[config.mk]
export PLATFORM = sky130hd
export DESIGN_NAME = audio_record_input_monitor
export DESIGN_NICKNAME = d
export VERILOG_FILES = /design/src/arim_pkg.sv /design/src/arim_front.sv /design/src/arim_div.sv /design/src/arim_back.sv /design/src/audio_record_input_monitor.sv
export SDC_FILE = /design/constraint.sdc
export NUM_CORES = 2
export LEC_CHECK = 0
export ABC_AREA = 1
export BUFFER_PORTS_ARGS = -buffer_cell sky130_fd_sc_hd__buf_2
export CAP_MARGIN = 40
export CELL_PAD_IN_SITES_DETAIL_PLACEMENT = 1
export CELL_PAD_IN_SITES_GLOBAL_PLACEMENT = 1
export CORE_ASPECT_RATIO = 1.25
export CORE_UTILIZATION = 46
export CTS_CLUSTER_SIZE = 10
export DETAILED_ROUTE_END_ITERATION = 8
export PLACE_DENSITY = 0.75
export SYNTH_ARGS = -nofsm -noshare
export SYNTH_HDL_FRONTEND = slang
export SYNTH_SLANG_ARGS = --single-unit
[constraint.sdc]
create_clock -name aclk -period 25.6 [get_ports aclk]
set_clock_uncertainty 0.15 [all_clocks]
set_input_delay 5.12 -clock aclk [delete_from_list [all_inputs] [get_ports aclk]]
set_output_delay 5.12 -clock aclk [all_outputs]
set_load 0.05 [all_outputs]
[src/arim_pkg.sv]
// Shared types and constants for the record input monitor.
`default_nettype none
package arim_pkg;
    localparam int CHANNELS_DEF = 2;
    localparam int QUEUE_DEPTH = 2;
    localparam logic signed [16:0] FULL_SCALE = 17'sd32767;
    localparam logic signed [17:0] COMP_LIMIT = 18'sd65535;

    typedef enum logic [2:0] {
        OP_FRAME   = 3'd0,
        OP_START   = 3'd1,
        OP_STOP    = 3'd2,
        OP_PEAK    = 3'd3,
        OP_DCAPPLY = 3'd4,
        OP_RESTART = 3'd5,
        OP_NONE6   = 3'd6,
        OP_NONE7   = 3'd7
    } op_t;

    typedef enum logic [2:0] {
        CFG_CHANNELS  = 3'd0,
        CFG_THR_EN    = 3'd1,
        CFG_THR_LEVEL = 3'd2,
        CFG_MAX_DUR   = 3'd3,
        CFG_DC_WINDOW = 3'd4
    } cfg_idx_t;

    // one classified request handed from front to back
    typedef struct packed {
        op_t                op;
        logic signed [15:0] smp_l;
        logic signed [15:0] smp_r;
        logic               peak_ch;
    } req_t;

    typedef enum logic [2:0] {
        ST_IDLE,
        ST_SAMPLE,
        ST_UPDATE,
        ST_DIVIDE,
        ST_OUTPUT
    } state_t;
endpackage
`default_nettype wire

[src/arim_front.sv]
// Front end: input request capture into a short queue.
`default_nettype none
module arim_front
    import arim_pkg::*;
(
    input  wire logic  aclk,
    input  wire logic  aresetn,
    input  wire logic  in_valid,
    output logic       in_ready,
    input  wire req_t  in_req,
    output logic       q_valid,
    input  wire logic  q_ready,
    output req_t       q_req
);
    localparam int AW = $clog2(QUEUE_DEPTH);
    req_t mem_reg [QUEUE_DEPTH];
    logic [AW-1:0] wp_reg, rp_reg;
    logic [AW:0]   cnt_reg;
    logic push, pop;

    assign in_ready = (cnt_reg != (AW+1)'(QUEUE_DEPTH));
    assign q_valid  = (cnt_reg != '0);
    assign q_req    = mem_reg[rp_reg];
    assign push = in_valid && in_ready;
    assign pop  = q_valid && q_ready;

    always_ff @(posedge aclk) begin
        if (push) mem_reg[wp_reg] <= in_req;
    end

    always_ff @(posedge aclk) begin
        if (!aresetn) begin
            wp_reg <= '0;
            rp_reg <= '0;
            cnt_reg <= '0;
        end else begin
            if (push) wp_reg <= (wp_reg == AW'(QUEUE_DEPTH-1)) ? '0 : wp_reg + 1'b1;
            if (pop) rp_reg <= (rp_reg == AW'(QUEUE_DEPTH-1)) ? '0 : rp_reg + 1'b1;
            cnt_reg <= cnt_reg + (AW+1)'(push) - (AW+1)'(pop);
        end
    end
endmodule
`default_nettype wire

[src/arim_div.sv]
// Iterative signed divide of a 37-bit sum by a 20-bit count, truncating.
`default_nettype none
module arim_div (
    input  wire logic               aclk,
    input  wire logic               aresetn,
    input  wire logic               start,
    input  wire logic signed [36:0] dividend,
    input  wire logic [19:0]        divisor,
    output logic                    busy,
    output logic signed [15:0]      quotient
);
    logic [36:0] rem_reg, quo_reg;
    logic [19:0] dsr_reg;
    logic        neg_reg;
    logic [5:0]  cnt_reg;
    logic [37:0] trial;
    logic [36:0] rem_sh;
    logic [36:0] q_signed;

    assign rem_sh = {rem_reg[35:0], quo_reg[36]};
    assign trial  = {1'b0, rem_sh} - {18'd0, dsr_reg};
    assign q_signed = neg_reg ? (~quo_reg + 37'd1) : quo_reg;
    assign quotient = q_signed[15:0];

    always_ff @(posedge aclk) begin
        if (!aresetn) begin
            busy <= 1'b0;
            cnt_reg <= '0;
        end else if (start) begin
            busy <= 1'b1;
            cnt_reg <= 6'd37;
        end else if (busy) begin
            cnt_reg <= cnt_reg - 6'd1;
            if (cnt_reg == 6'd1) busy <= 1'b0;
        end
    end

    always_ff @(posedge aclk) begin
        if (start) begin
            neg_reg <= dividend[36];
            quo_reg <= dividend[36] ? 37'(-dividend) : 37'(dividend);
            rem_reg <= '0;
            dsr_reg <= divisor;
        end else if (busy) begin
            if (!trial[37]) begin
                rem_reg <= trial[36:0];
                quo_reg <= {quo_reg[35:0], 1'b1};
            end else begin
                rem_reg <= rem_sh;
                quo_reg <= {quo_reg[35:0], 1'b0};
            end
        end
    end
endmodule
`default_nettype wire

[src/arim_back.sv]
// Back end: sample processing, statistics, recorder control and result register.
`default_nettype none
module arim_back
    import arim_pkg::*;
#(
    parameter int CHANNELS = CHANNELS_DEF
) (
    input  wire logic        aclk,
    input  wire logic        aresetn,
    input  wire logic        cfg_we,
    input  wire logic [2:0]  cfg_addr,
    input  wire logic [31:0] cfg_wdata,
    input  wire logic        q_valid,
    output logic             q_ready,
    input  wire req_t        q_req,
    output logic             m_tvalid,
    input  wire logic        m_tready,
    output logic [151:0]     m_tdata,
    output logic             m_tuser
);
    logic [1:0]  act_ch_reg;
    logic        thr_en_reg;
    logic [15:0] thr_lvl_reg;
    logic [31:0] max_dur_reg;
    logic [19:0] dc_win_reg;

    state_t state_reg, state_next;
    req_t   req_reg;
    logic   started_reg, waiting_reg;
    logic [31:0] frames_reg, clip_reg;
    logic [15:0] peak_reg [2];
    logic signed [36:0] sum_reg [2];
    logic [19:0] dcnt_reg;
    logic signed [15:0] dcoff_reg [2];
    logic signed [17:0] comp_reg [2];
    logic signed [15:0] s_reg [2];
    logic [15:0] mag_reg [2];
    logic        ch2_reg, div_ch_reg;
    logic        wv_reg, ls_reg;
    logic [31:0] widx_reg;
    logic [15:0] pk_reg;

    logic        div_busy;
    logic signed [15:0] div_q;
    logic signed [36:0] div_a;
    logic        do_div_reg;
    logic        out_free;

    logic [1:0] nch;
    assign nch = (act_ch_reg == 2'd0) ? 2'd1 :
                 (act_ch_reg > 2'(CHANNELS)) ? 2'(CHANNELS) : act_ch_reg;

    // result register can take a new result this cycle
    assign out_free = !m_tvalid || m_tready;

    always_ff @(posedge aclk) begin
        if (!aresetn) begin
            act_ch_reg <= 2'd2; thr_en_reg <= 1'b0; thr_lvl_reg <= '0;
            max_dur_reg <= '0; dc_win_reg <= 20'd220500;
        end else if (cfg_we) begin
            unique case (cfg_addr)
                CFG_CHANNELS:  act_ch_reg <= cfg_wdata[1:0];
                CFG_THR_EN:    thr_en_reg <= cfg_wdata[0];
                CFG_THR_LEVEL: thr_lvl_reg <= cfg_wdata[15:0];
                CFG_MAX_DUR:   max_dur_reg <= cfg_wdata;
                CFG_DC_WINDOW: dc_win_reg <= cfg_wdata[19:0];
                default: ;
            endcase
        end
    end

    // sample path: compensate and clip, combinational from registered request
    logic signed [17:0] raw_c [2];
    logic signed [15:0] s_c [2];
    always_comb begin
        raw_c[0] = 18'(req_reg.smp_l) + comp_reg[0];
        raw_c[1] = 18'(req_reg.smp_r) + comp_reg[1];
        for (int c = 0; c < 2; c++) begin
            if (raw_c[c] > 18'(FULL_SCALE)) s_c[c] = 16'sd32767;
            else if (raw_c[c] < -18'(FULL_SCALE)) s_c[c] = -16'sd32767;
            else s_c[c] = raw_c[c][15:0];
        end
    end

    assign div_a = div_ch_reg ? sum_reg[1] : sum_reg[0];

    logic div_go;
    assign div_go = (state_reg == ST_DIVIDE) && !div_busy && !do_div_reg;

    arim_div u_div (
        .aclk, .aresetn, .start(div_go), .dividend(div_a), .divisor(dcnt_reg),
        .busy(div_busy), .quotient(div_q)
    );

    always_comb begin
        state_next = state_reg;
        unique case (state_reg)
            ST_IDLE:   if (q_valid && out_free) state_next = ST_SAMPLE;
            ST_SAMPLE: state_next = ST_UPDATE;
            ST_UPDATE: state_next = ((req_reg.op == OP_FRAME) &&
                                     (dcnt_reg + 20'd1 >= dc_win_reg)) ? ST_DIVIDE
                                                                      : ST_OUTPUT;
            ST_DIVIDE: if (do_div_reg && !div_busy &&
                           (div_ch_reg || ch2_reg == 1'b0) ) state_next = ST_OUTPUT;
            ST_OUTPUT: if (out_free) state_next = ST_IDLE;
            default:   state_next = ST_IDLE;
        endcase
    end

    assign q_ready = (state_reg == ST_IDLE) && out_free;

    logic meets;
    logic [31:0] fw_inc;
    logic [1:0]  clip_inc;
    logic [32:0] clip_sum;
    logic [31:0] clip_next;
    always_comb begin
        meets = (mag_reg[0] >= thr_lvl_reg) || (ch2_reg && mag_reg[1] >= thr_lvl_reg);
        fw_inc = (frames_reg != '1) ? frames_reg + 32'd1 : frames_reg;
        clip_inc = 2'(mag_reg[0] >= 16'd32767) + 2'(ch2_reg && mag_reg[1] >= 16'd32767);
        clip_sum = {1'b0, clip_reg} + {31'd0, clip_inc};
        clip_next = clip_sum[32] ? '1 : clip_sum[31:0];
    end

    always_ff @(posedge aclk) begin
        if (!aresetn) begin
            state_reg <= ST_IDLE;
            m_tvalid <= 1'b0;
            started_reg <= 1'b0; waiting_reg <= 1'b0;
            frames_reg <= '0; clip_reg <= '0; dcnt_reg <= '0;
            do_div_reg <= 1'b0; div_ch_reg <= 1'b0;
            for (int c = 0; c < 2; c++) begin
                peak_reg[c] <= '0; sum_reg[c] <= '0; dcoff_reg[c] <= '0; comp_reg[c] <= '0;
            end
        end else begin
            state_reg <= state_next;
            if (state_reg == ST_OUTPUT && out_free) m_tvalid <= 1'b1;
            else if (m_tready) m_tvalid <= 1'b0;
            unique case (state_reg)
                ST_IDLE: if (q_valid && out_free) begin
                    req_reg <= q_req;
                    ch2_reg <= (nch == 2'd2);
                    widx_reg <= frames_reg;
                    wv_reg <= 1'b0; ls_reg <= 1'b0; pk_reg <= '0;
                end
                ST_SAMPLE: begin
                    for (int c = 0; c < 2; c++) begin
                        mag_reg[c] <= s_c[c][15] ? 16'(-s_c[c]) : 16'(s_c[c]);
                    end
                    s_reg[0] <= (req_reg.op == OP_FRAME) ? s_c[0] : '0;
                    s_reg[1] <= (req_reg.op == OP_FRAME && ch2_reg) ? s_c[1] : '0;
                end
                ST_UPDATE: begin
                    unique case (req_reg.op)
                        OP_FRAME: begin
                            clip_reg <= clip_next;
                            if (mag_reg[0] > peak_reg[0]) peak_reg[0] <= mag_reg[0];
                            sum_reg[0] <= sum_reg[0] + 37'(s_reg[0]);
                            if (ch2_reg) begin
                                if (mag_reg[1] > peak_reg[1]) peak_reg[1] <= mag_reg[1];
                                sum_reg[1] <= sum_reg[1] + 37'(s_reg[1]);
                            end
                            dcnt_reg <= dcnt_reg + 20'd1;
                            do_div_reg <= 1'b0; div_ch_reg <= 1'b0;
                            if (started_reg && (!waiting_reg || meets)) begin
                                if (max_dur_reg != '0 && frames_reg >= max_dur_reg) begin
                                    started_reg <= 1'b0; waiting_reg <= 1'b0; ls_reg <= 1'b1;
                                end else begin
                                    waiting_reg <= 1'b0;
                                    wv_reg <= 1'b1;
                                    frames_reg <= fw_inc;
                                    if (max_dur_reg != '0 && fw_inc >= max_dur_reg) begin
                                        started_reg <= 1'b0;
                                        ls_reg <= 1'b1;
                                    end
                                end
                            end
                        end
                        OP_START: if (!started_reg) begin
                            started_reg <= 1'b1; waiting_reg <= thr_en_reg; frames_reg <= '0;
                        end
                        OP_STOP: begin started_reg <= 1'b0; waiting_reg <= 1'b0; end
                        OP_PEAK: begin
                            pk_reg <= peak_reg[req_reg.peak_ch];
                            peak_reg[req_reg.peak_ch] <= '0;
                        end
                        OP_DCAPPLY: for (int c = 0; c < 2; c++) begin
                            if (comp_reg[c] - 18'(dcoff_reg[c]) > COMP_LIMIT)
                                comp_reg[c] <= COMP_LIMIT;
                            else if (comp_reg[c] - 18'(dcoff_reg[c]) < -COMP_LIMIT)
                                comp_reg[c] <= -COMP_LIMIT;
                            else comp_reg[c] <= comp_reg[c] - 18'(dcoff_reg[c]);
                        end
                        OP_RESTART: frames_reg <= '0;
                        default: ;
                    endcase
                end
                ST_DIVIDE: begin
                    // dcnt_reg now holds the window count; one channel at a time
                    if (div_go) do_div_reg <= 1'b1;
                    else if (do_div_reg && !div_busy) begin
                        dcoff_reg[div_ch_reg] <= div_q;
                        sum_reg[div_ch_reg] <= '0;
                        do_div_reg <= 1'b0;
                        if (div_ch_reg || !ch2_reg) dcnt_reg <= '0;
                        else div_ch_reg <= 1'b1;
                    end
                end
                ST_OUTPUT: if (out_free) begin
                    m_tdata <= {5'd0, ls_reg, dcoff_reg[1], dcoff_reg[0], pk_reg, clip_reg,
                                started_reg && waiting_reg, started_reg, widx_reg,
                                s_reg[1], s_reg[0]};
                    m_tuser <= wv_reg;
                end
                default: ;
            endcase
        end
    end
endmodule
`default_nettype wire

[src/audio_record_input_monitor.sv]
// Top level of the record input monitor.
//  channel | dir | handshake          | payload
//  s_      | in  | s_tvalid/s_tready  | tdata: sample_left, sample_right, peak_channel; tuser: op
//  m_      | out | m_tvalid/m_tready  | tdata: status fields; tuser: write_valid
//  cfg     | in  | cfg_we             | cfg_addr, cfg_wdata
// A request passes through the back-end states pick up, sample, update and output;
// the result is registered on leaving output, and no further request is picked up before then.
// A frame closing the DC window also passes through divide, one divider run per active channel.
// The back end waits in output only while an unaccepted result is held; the
// two-entry queue keeps taking requests meanwhile until it fills.
// Synchronous reset (aresetn low) sets configuration to its defaults and clears statistics and flags.
`default_nettype none
module audio_record_input_monitor
    import arim_pkg::*;
#(
    parameter int CHANNELS = CHANNELS_DEF
) (
    input  wire logic        aclk,
    input  wire logic        aresetn,
    input  wire logic        cfg_we,
    input  wire logic [2:0]  cfg_addr,
    input  wire logic [31:0] cfg_wdata,
    input  wire logic        s_tvalid,
    output logic             s_tready,
    input  wire logic [39:0] s_tdata,  // sample_left, sample_right, peak_channel
    input  wire logic [2:0]  s_tuser,  // operation
    output logic             m_tvalid,
    input  wire logic        m_tready,
    output logic [151:0]     m_tdata,  // out_left, out_right, write_index, recording,
                                       // waiting_threshold, clipped_total, peak_value,
                                       // dc_left, dc_right, limit_stop
    output logic             m_tuser   // write_valid
);
    req_t in_req, q_req;
    logic q_valid, q_ready;
    assign in_req = '{op: op_t'(s_tuser), smp_l: s_tdata[15:0], smp_r: s_tdata[31:16],
                      peak_ch: s_tdata[32]};
    logic unused_ok;
    assign unused_ok = ^s_tdata[39:33];

    arim_front u_front (
        .aclk, .aresetn, .in_valid(s_tvalid), .in_ready(s_tready), .in_req,
        .q_valid, .q_ready, .q_req
    );
    arim_back #(.CHANNELS(CHANNELS)) u_back (
        .aclk, .aresetn, .cfg_we, .cfg_addr, .cfg_wdata,
        .q_valid, .q_ready, .q_req, .m_tvalid, .m_tready, .m_tdata, .m_tuser
    );
endmodule
`default_nettype wire

# Word level (Yosys, flattened, before mapping)
# Memory sizes are Yosys's and may differ from the RTL's. A register that Yosys moved wholly into a read port is not among the register bits.
# Index checks and enable logic that the tools add are counted.
# word_totals
output_inout_bits	155
wordCells	342
mem_bits_rw	310
register_bits	467
mem_count	7
# memory_table
memory	depth	width	read_ports	rd_ports_with_merged_regs	wr	line	text
u_back.sum_reg	2	37	2	0	2	arim_back.sv:32	logic signed [36:0] sum_reg [2];
u_front.mem_reg	2	36	1	1	1	arim_front.sv:16	req_t mem_reg [QUEUE_DEPTH];
u_back.comp_reg	2	18	2	0	2	arim_back.sv:35	logic signed [17:0] comp_reg [2];
u_back.dcoff_reg	2	16	2	0	2	arim_back.sv:34	logic signed [15:0] dcoff_reg [2];
u_back.mag_reg	2	16	2	0	2	arim_back.sv:37	logic [15:0] mag_reg [2];
u_back.peak_reg	2	16	3	0	2	arim_back.sv:31	logic [15:0] peak_reg [2];
1 more memories	--	--	--	--	--	--	
# op_classes
eq_ne	34
magnitude_cmp	18
addsub	20
n_mux	158
reduce_logical	61
bitwise	13
# op_table
operator	n
2-to-1 mux 37 bit	7
2-to-1 mux 16 bit	15
2-to-1 mux 32 bit	5
2-to-1 mux 18 bit	6
2-to-1 mux 1 bit	102
case mux 32 bit (3 select lines)	1
2-to-1 mux 20 bit	4
adder 37 x 16 -> 37 bit	2
>= comparator 32 bit	2
case mux 20 bit (2 select lines)	1
subtractor 37 x 20 -> 38 bit	1
negator 37 bit	1
OR reduction 37 bit	1
adder 16 x 18 -> 18 bit	2
greater-than comparator 18 x 16 -> 1 bit, second input constant	2
greater-than comparator 18 x 17 -> 1 bit, second input constant	2
less-than comparator 18 x 16 -> 1 bit, second input constant	2
less-than comparator 18 x 17 -> 1 bit, second input constant	2
2-to-1 mux 36 bit	1
subtractor 18 x 16 -> 18 bit	2
adder 32 x 2 -> 33 bit	1
adder 32 x 1 -> 32 bit, second input constant	1
>= comparator 16 x 15 -> 1 bit, second input constant	2
>= comparator 16 bit	2
47 further kinds	137

# Logic depth before layout (Yosys ltp)
# An unclocked memory read counts as a cell.
# depth
word_depth	11
ltp_mapped	29
ltp_nobuf	27

# By module
# From an unflattened synthesis, not the netlist that was laid out.
# unflattened
cells_unflattened	5836
area_unflattened_um2	47454.3
# by_module_without_submodules
module	cells_each	seq_area_each_um2	area_each_um2	instances
arim_back	4568	16405.7	36944.2	1
arim_div	1119	2602.5	7514.7	1
arim_front	149	2262.2	2995.4	1

# Worst setup path before layout
# Ideal clock, no wire load.
# synth_path
kind	input to register
start	input port aresetn
end	register u_back.m_tdata[0], read port of u_back.s_reg, enable pin
n_path_buf	2
slack_ns	4.695
arrival_ns	19.736
t_required_ns	24.431
setup_time_ns	1.019
cell_stages	4
path_cell_list	clkbuf_1 > inv_1 > clkbuf_1 > nor4_1
# synth_via
elab_chain_len	1
# synth_rtl
item	line	text
from (decl)	audio_record_input_monitor.sv:19	input wire logic aresetn,
AND reduction 3 bit (no line)	--	
to (decl)	arim_back.sv:18	output logic [151:0] m_tdata,
# No other way between the ends.
# A chain may end at the register's enable or synchronous reset.

# Worst setup path in the final report
# layout_path
start	input port aresetn
end	register u_back.m_tdata[91], enable pin
# The elaborated chain is that of the path after synthesis.

==> results.cfg <==
[clock_tree]
cts_setup_buffers = 0
h-tree-depth = 3
clk_pin_slew_ns = 0.05
ctsRootBufferMaster = clkbuf_16
cts_inserted_buffers = 95
cts_tree = built
cts_sinks = 812
cts_buffer_depth = 3
clock_latency_ns = 0.71
hold_buffers = 0
ctsResizeCount = 0

[die]
ios = 238
initial_utilization = 0.4650
dieHeight_um = 356.2
die_area_um2 = 101600
die_w_um = 285.3
std_cell_rows = 129
coreArea_um2 = 99260

[place]
place_ws_ns = 16.88
dp.final_hpwl_mm = 110.3
port_buffers = 225
gp_congestion = 0.8999
placed_cells = 6960

[detailed_routing]
wire_per_inst_um = 20.09
ant_nets = 0
drt_wl_total_mm = 143.5
dr.pass1.iters = 5
drt-initial-drc-count = 2059
drc_errors = 0
via_count = 39040
drt-vias-per-instance = 5.468

[sta]
slew_violations = 0
finalSetupViolations = 0
fmax_mhz = 125.2
max_slew_margin = 0.3649
rsz0062_at_grt = false
whs_ns = 0.2619
hold_violations = 0
min_period_over_period = 0.3120
setup_slack_ns = 17.61
layout_min_cycle_time_ns = 7.988
setup_tns_ns = 0
tightest_slew_ns = 0.9517

[global_routing]
grt-ovfl-total = 0
antenna_found_initial = 7
grt_first_pass_wirelength_mm = 222.6
track_usage = 0.2806
grt_pass1_vias = 40320
grt_start_max_net_pins = 96

[finish]
drive_above_1_share = 0.09487
fin_cells = 7139
largest_reg_flops = 147
num_antenna_cells = 0
fin_nets = 6157
area_delta_synth_final_pct = 12.34

[status]
status = completed

[yosys]
async_flop_share = 0
synthCells = 5520
synth_ff_type = edfxtp_1
synthAdderAreaFrac = 0.08994
yosysWarnings = 0
yosysSeqAreaShare = 0.4599
synth_compound_area_frac = 0.1287
synth_edf_count = 497
ys_top_cells_by_area = edfxtp_1, dfxtp_1, nand2_1
muxShareOfSynthArea = 0.003253
synthXorXnorAreaFrac = 0.03792
synth_top_area_frac = 0.3233
syn_area_per_cell_um2 = 8.362
ys_ff_latch = 812
yosys.area.top_type = edfxtp_1
syn_area_um2 = 46160
yosys.area_share.simple = 0.2124
synth_top_family_by_area = simple AND/OR/NAND/NOR gates
yosys.cell_types.count = 69

[worst_setup_path]
r2r_end = u_back.ls_reg
critPathLaunchType = primary input
cp.arrival_ns = 8.17
reg2reg_slack_ns = 20.59
timing.rr.start = u_back.frames_reg[1]
end_kind = flop
worst_r2r_path_depth = 21
critical_path.max_fanout = 62
worstPathRequired_ns = 25.78
path_class = in2reg

[min_path]
hp-start = u_back.pk_reg[0]
holdPathStages = 0
whs_endpoint = u_back.m_tdata[98]
hold_class = reg2reg

[power]
power_leakage_nw = 22.21
ir_drop_uv = 80.84
powerDensity_nw_per_um2 = 83.60

[flow_run]
maxCapViolCount = 0
-- per-stage QoR --
stage	power, W	util	area, µm²
6_report	0.004335	0.5224	51860
5_1_grt	0.004587	0.5224	51860
4_1_cts	0.004369	0.5224	51860
3_5_place_dp	0.003051	0.4927	48910
3_3_place_gp	0.002982	0.4894	48580
2_1_floorplan	0.002656	-	46180
-- cells by family after synthesis --
| kind of cell | Yosys count |
|---|---|
| simple gates | 2269 |
| compound gates | 1094 |
| flops | 812 |
| buf+inv | 803 |
| fa+ha+maj | 327 |
| xor+xnor | 199 |
| mux | 15 |
| other cells | 1 |
-- routing by layer --
layer | part of all wire | vias up | track usage
met3 | 0.034 | 233 | 0.02737
met5 | 0.000091 | - | 0
met1 | 0.42 | 19040 | 0.3428
met4 | 0.036 | 2 | 0.1093
met2 | 0.51 | 730 | 0.5067
li1 | - | 19040 | -
-- worst max-delay path by stage --
stage            start                  to  slack (ns)  cells after the start
2_1_floorplan  aresetn   u_back.m_tdata[0]        4.70                      4
3_3_place_gp   aresetn  u_back.m_tdata[91]       16.97                      6
3_5_place_dp   aresetn  u_back.m_tdata[90]       16.88                      6
4_1_cts        aresetn  u_back.m_tdata[90]       17.65                      6
5_1_grt        aresetn  u_back.m_tdata[92]       17.49                      6
6_report       aresetn  u_back.m_tdata[91]       17.61                      6
-- critical path, stage by stage --
cell and delay [ns]:
buf_4 0.45, inv_2 0.50, buf_4 0.44, nor4_2 0.37, buf_4 0.41, buf_4 0.67
-- cells in the final DEF (no fill, tap or decap), types with 8 or more instances in the layout --
cell type  Yosys  routed
a211oi_1       9       9
a21boi_0      20      20
a21o_1        11      11
a21oi_1      547     547
a31oi_1       34      34
buf_16         0       9
buf_2         11     224
buf_4          9      28
clkbuf_1     100      64
clkbuf_16      0      98
dfxtp_1      315     314
edfxtp_1     497     497
fa_1           8       8
ha_1         319     319
inv_1        633     632
inv_2         22      23
mux2i_1       15      15
nand2_1     1195    1195
nand2_2       17      17
nand3_1      228     226
nand3_2        7       9
nand3b_1      29      29
nand4_1       67      67
nor2_1       507     500
nor2_2        16      19
nor2_4         6      10
nor3_1        73      72
nor4_1        23      20
o211ai_1      22      22
o21a_1        24      24
o21ai_0      331     331
o21ai_1       33      33
o21ai_2       10      10
o21bai_1      12      12
o31ai_1        9       9
or2_2         50      50
xnor2_1       70      70
xor2_1       128     128
-- synth_stat cells, drive strengths merged (7+ instances only) --
cell type / instances
a211oi: 9
a21boi: 26
a21o: 11
a21oi: 549
a31oi: 34
buf: 43
clkbuf: 100
dfxtp: 315
edfxtp: 497
fa: 8
ha: 319
inv: 656
mux2i: 15
nand2: 1218
nand3: 235
nand3b: 30
nand4: 72
nor2: 531
nor3: 78
nor4: 26
o2111ai: 7
o211ai: 22
o21a: 24
o21ai: 375
o21bai: 12
o221ai: 7
o31ai: 9
or2: 61
xnor2: 70
xor2: 129
-- cell type report --
class	instances	area [µm²]
multi-input combinational	3911	21900
timing repair buffer	267	1663
tap	1310	1639
sequential	812	21230
clock inverter	12	183.9
fill	11940	47410
clock buffer	167	2761
inverter	660	2480
-- power breakdown --
| group | internal (W) | leakage, nW | switching (W) |
|---|---|---|---|
| sequential | 0.00158 | 7.21 | 0.000119 |
| combinational | 0.000424 | 13.6 | 0.000902 |
| clock | 0.000744 | 1.41 | 0.000562 |
Note: power is estimated with default switching activity, not from simulation.
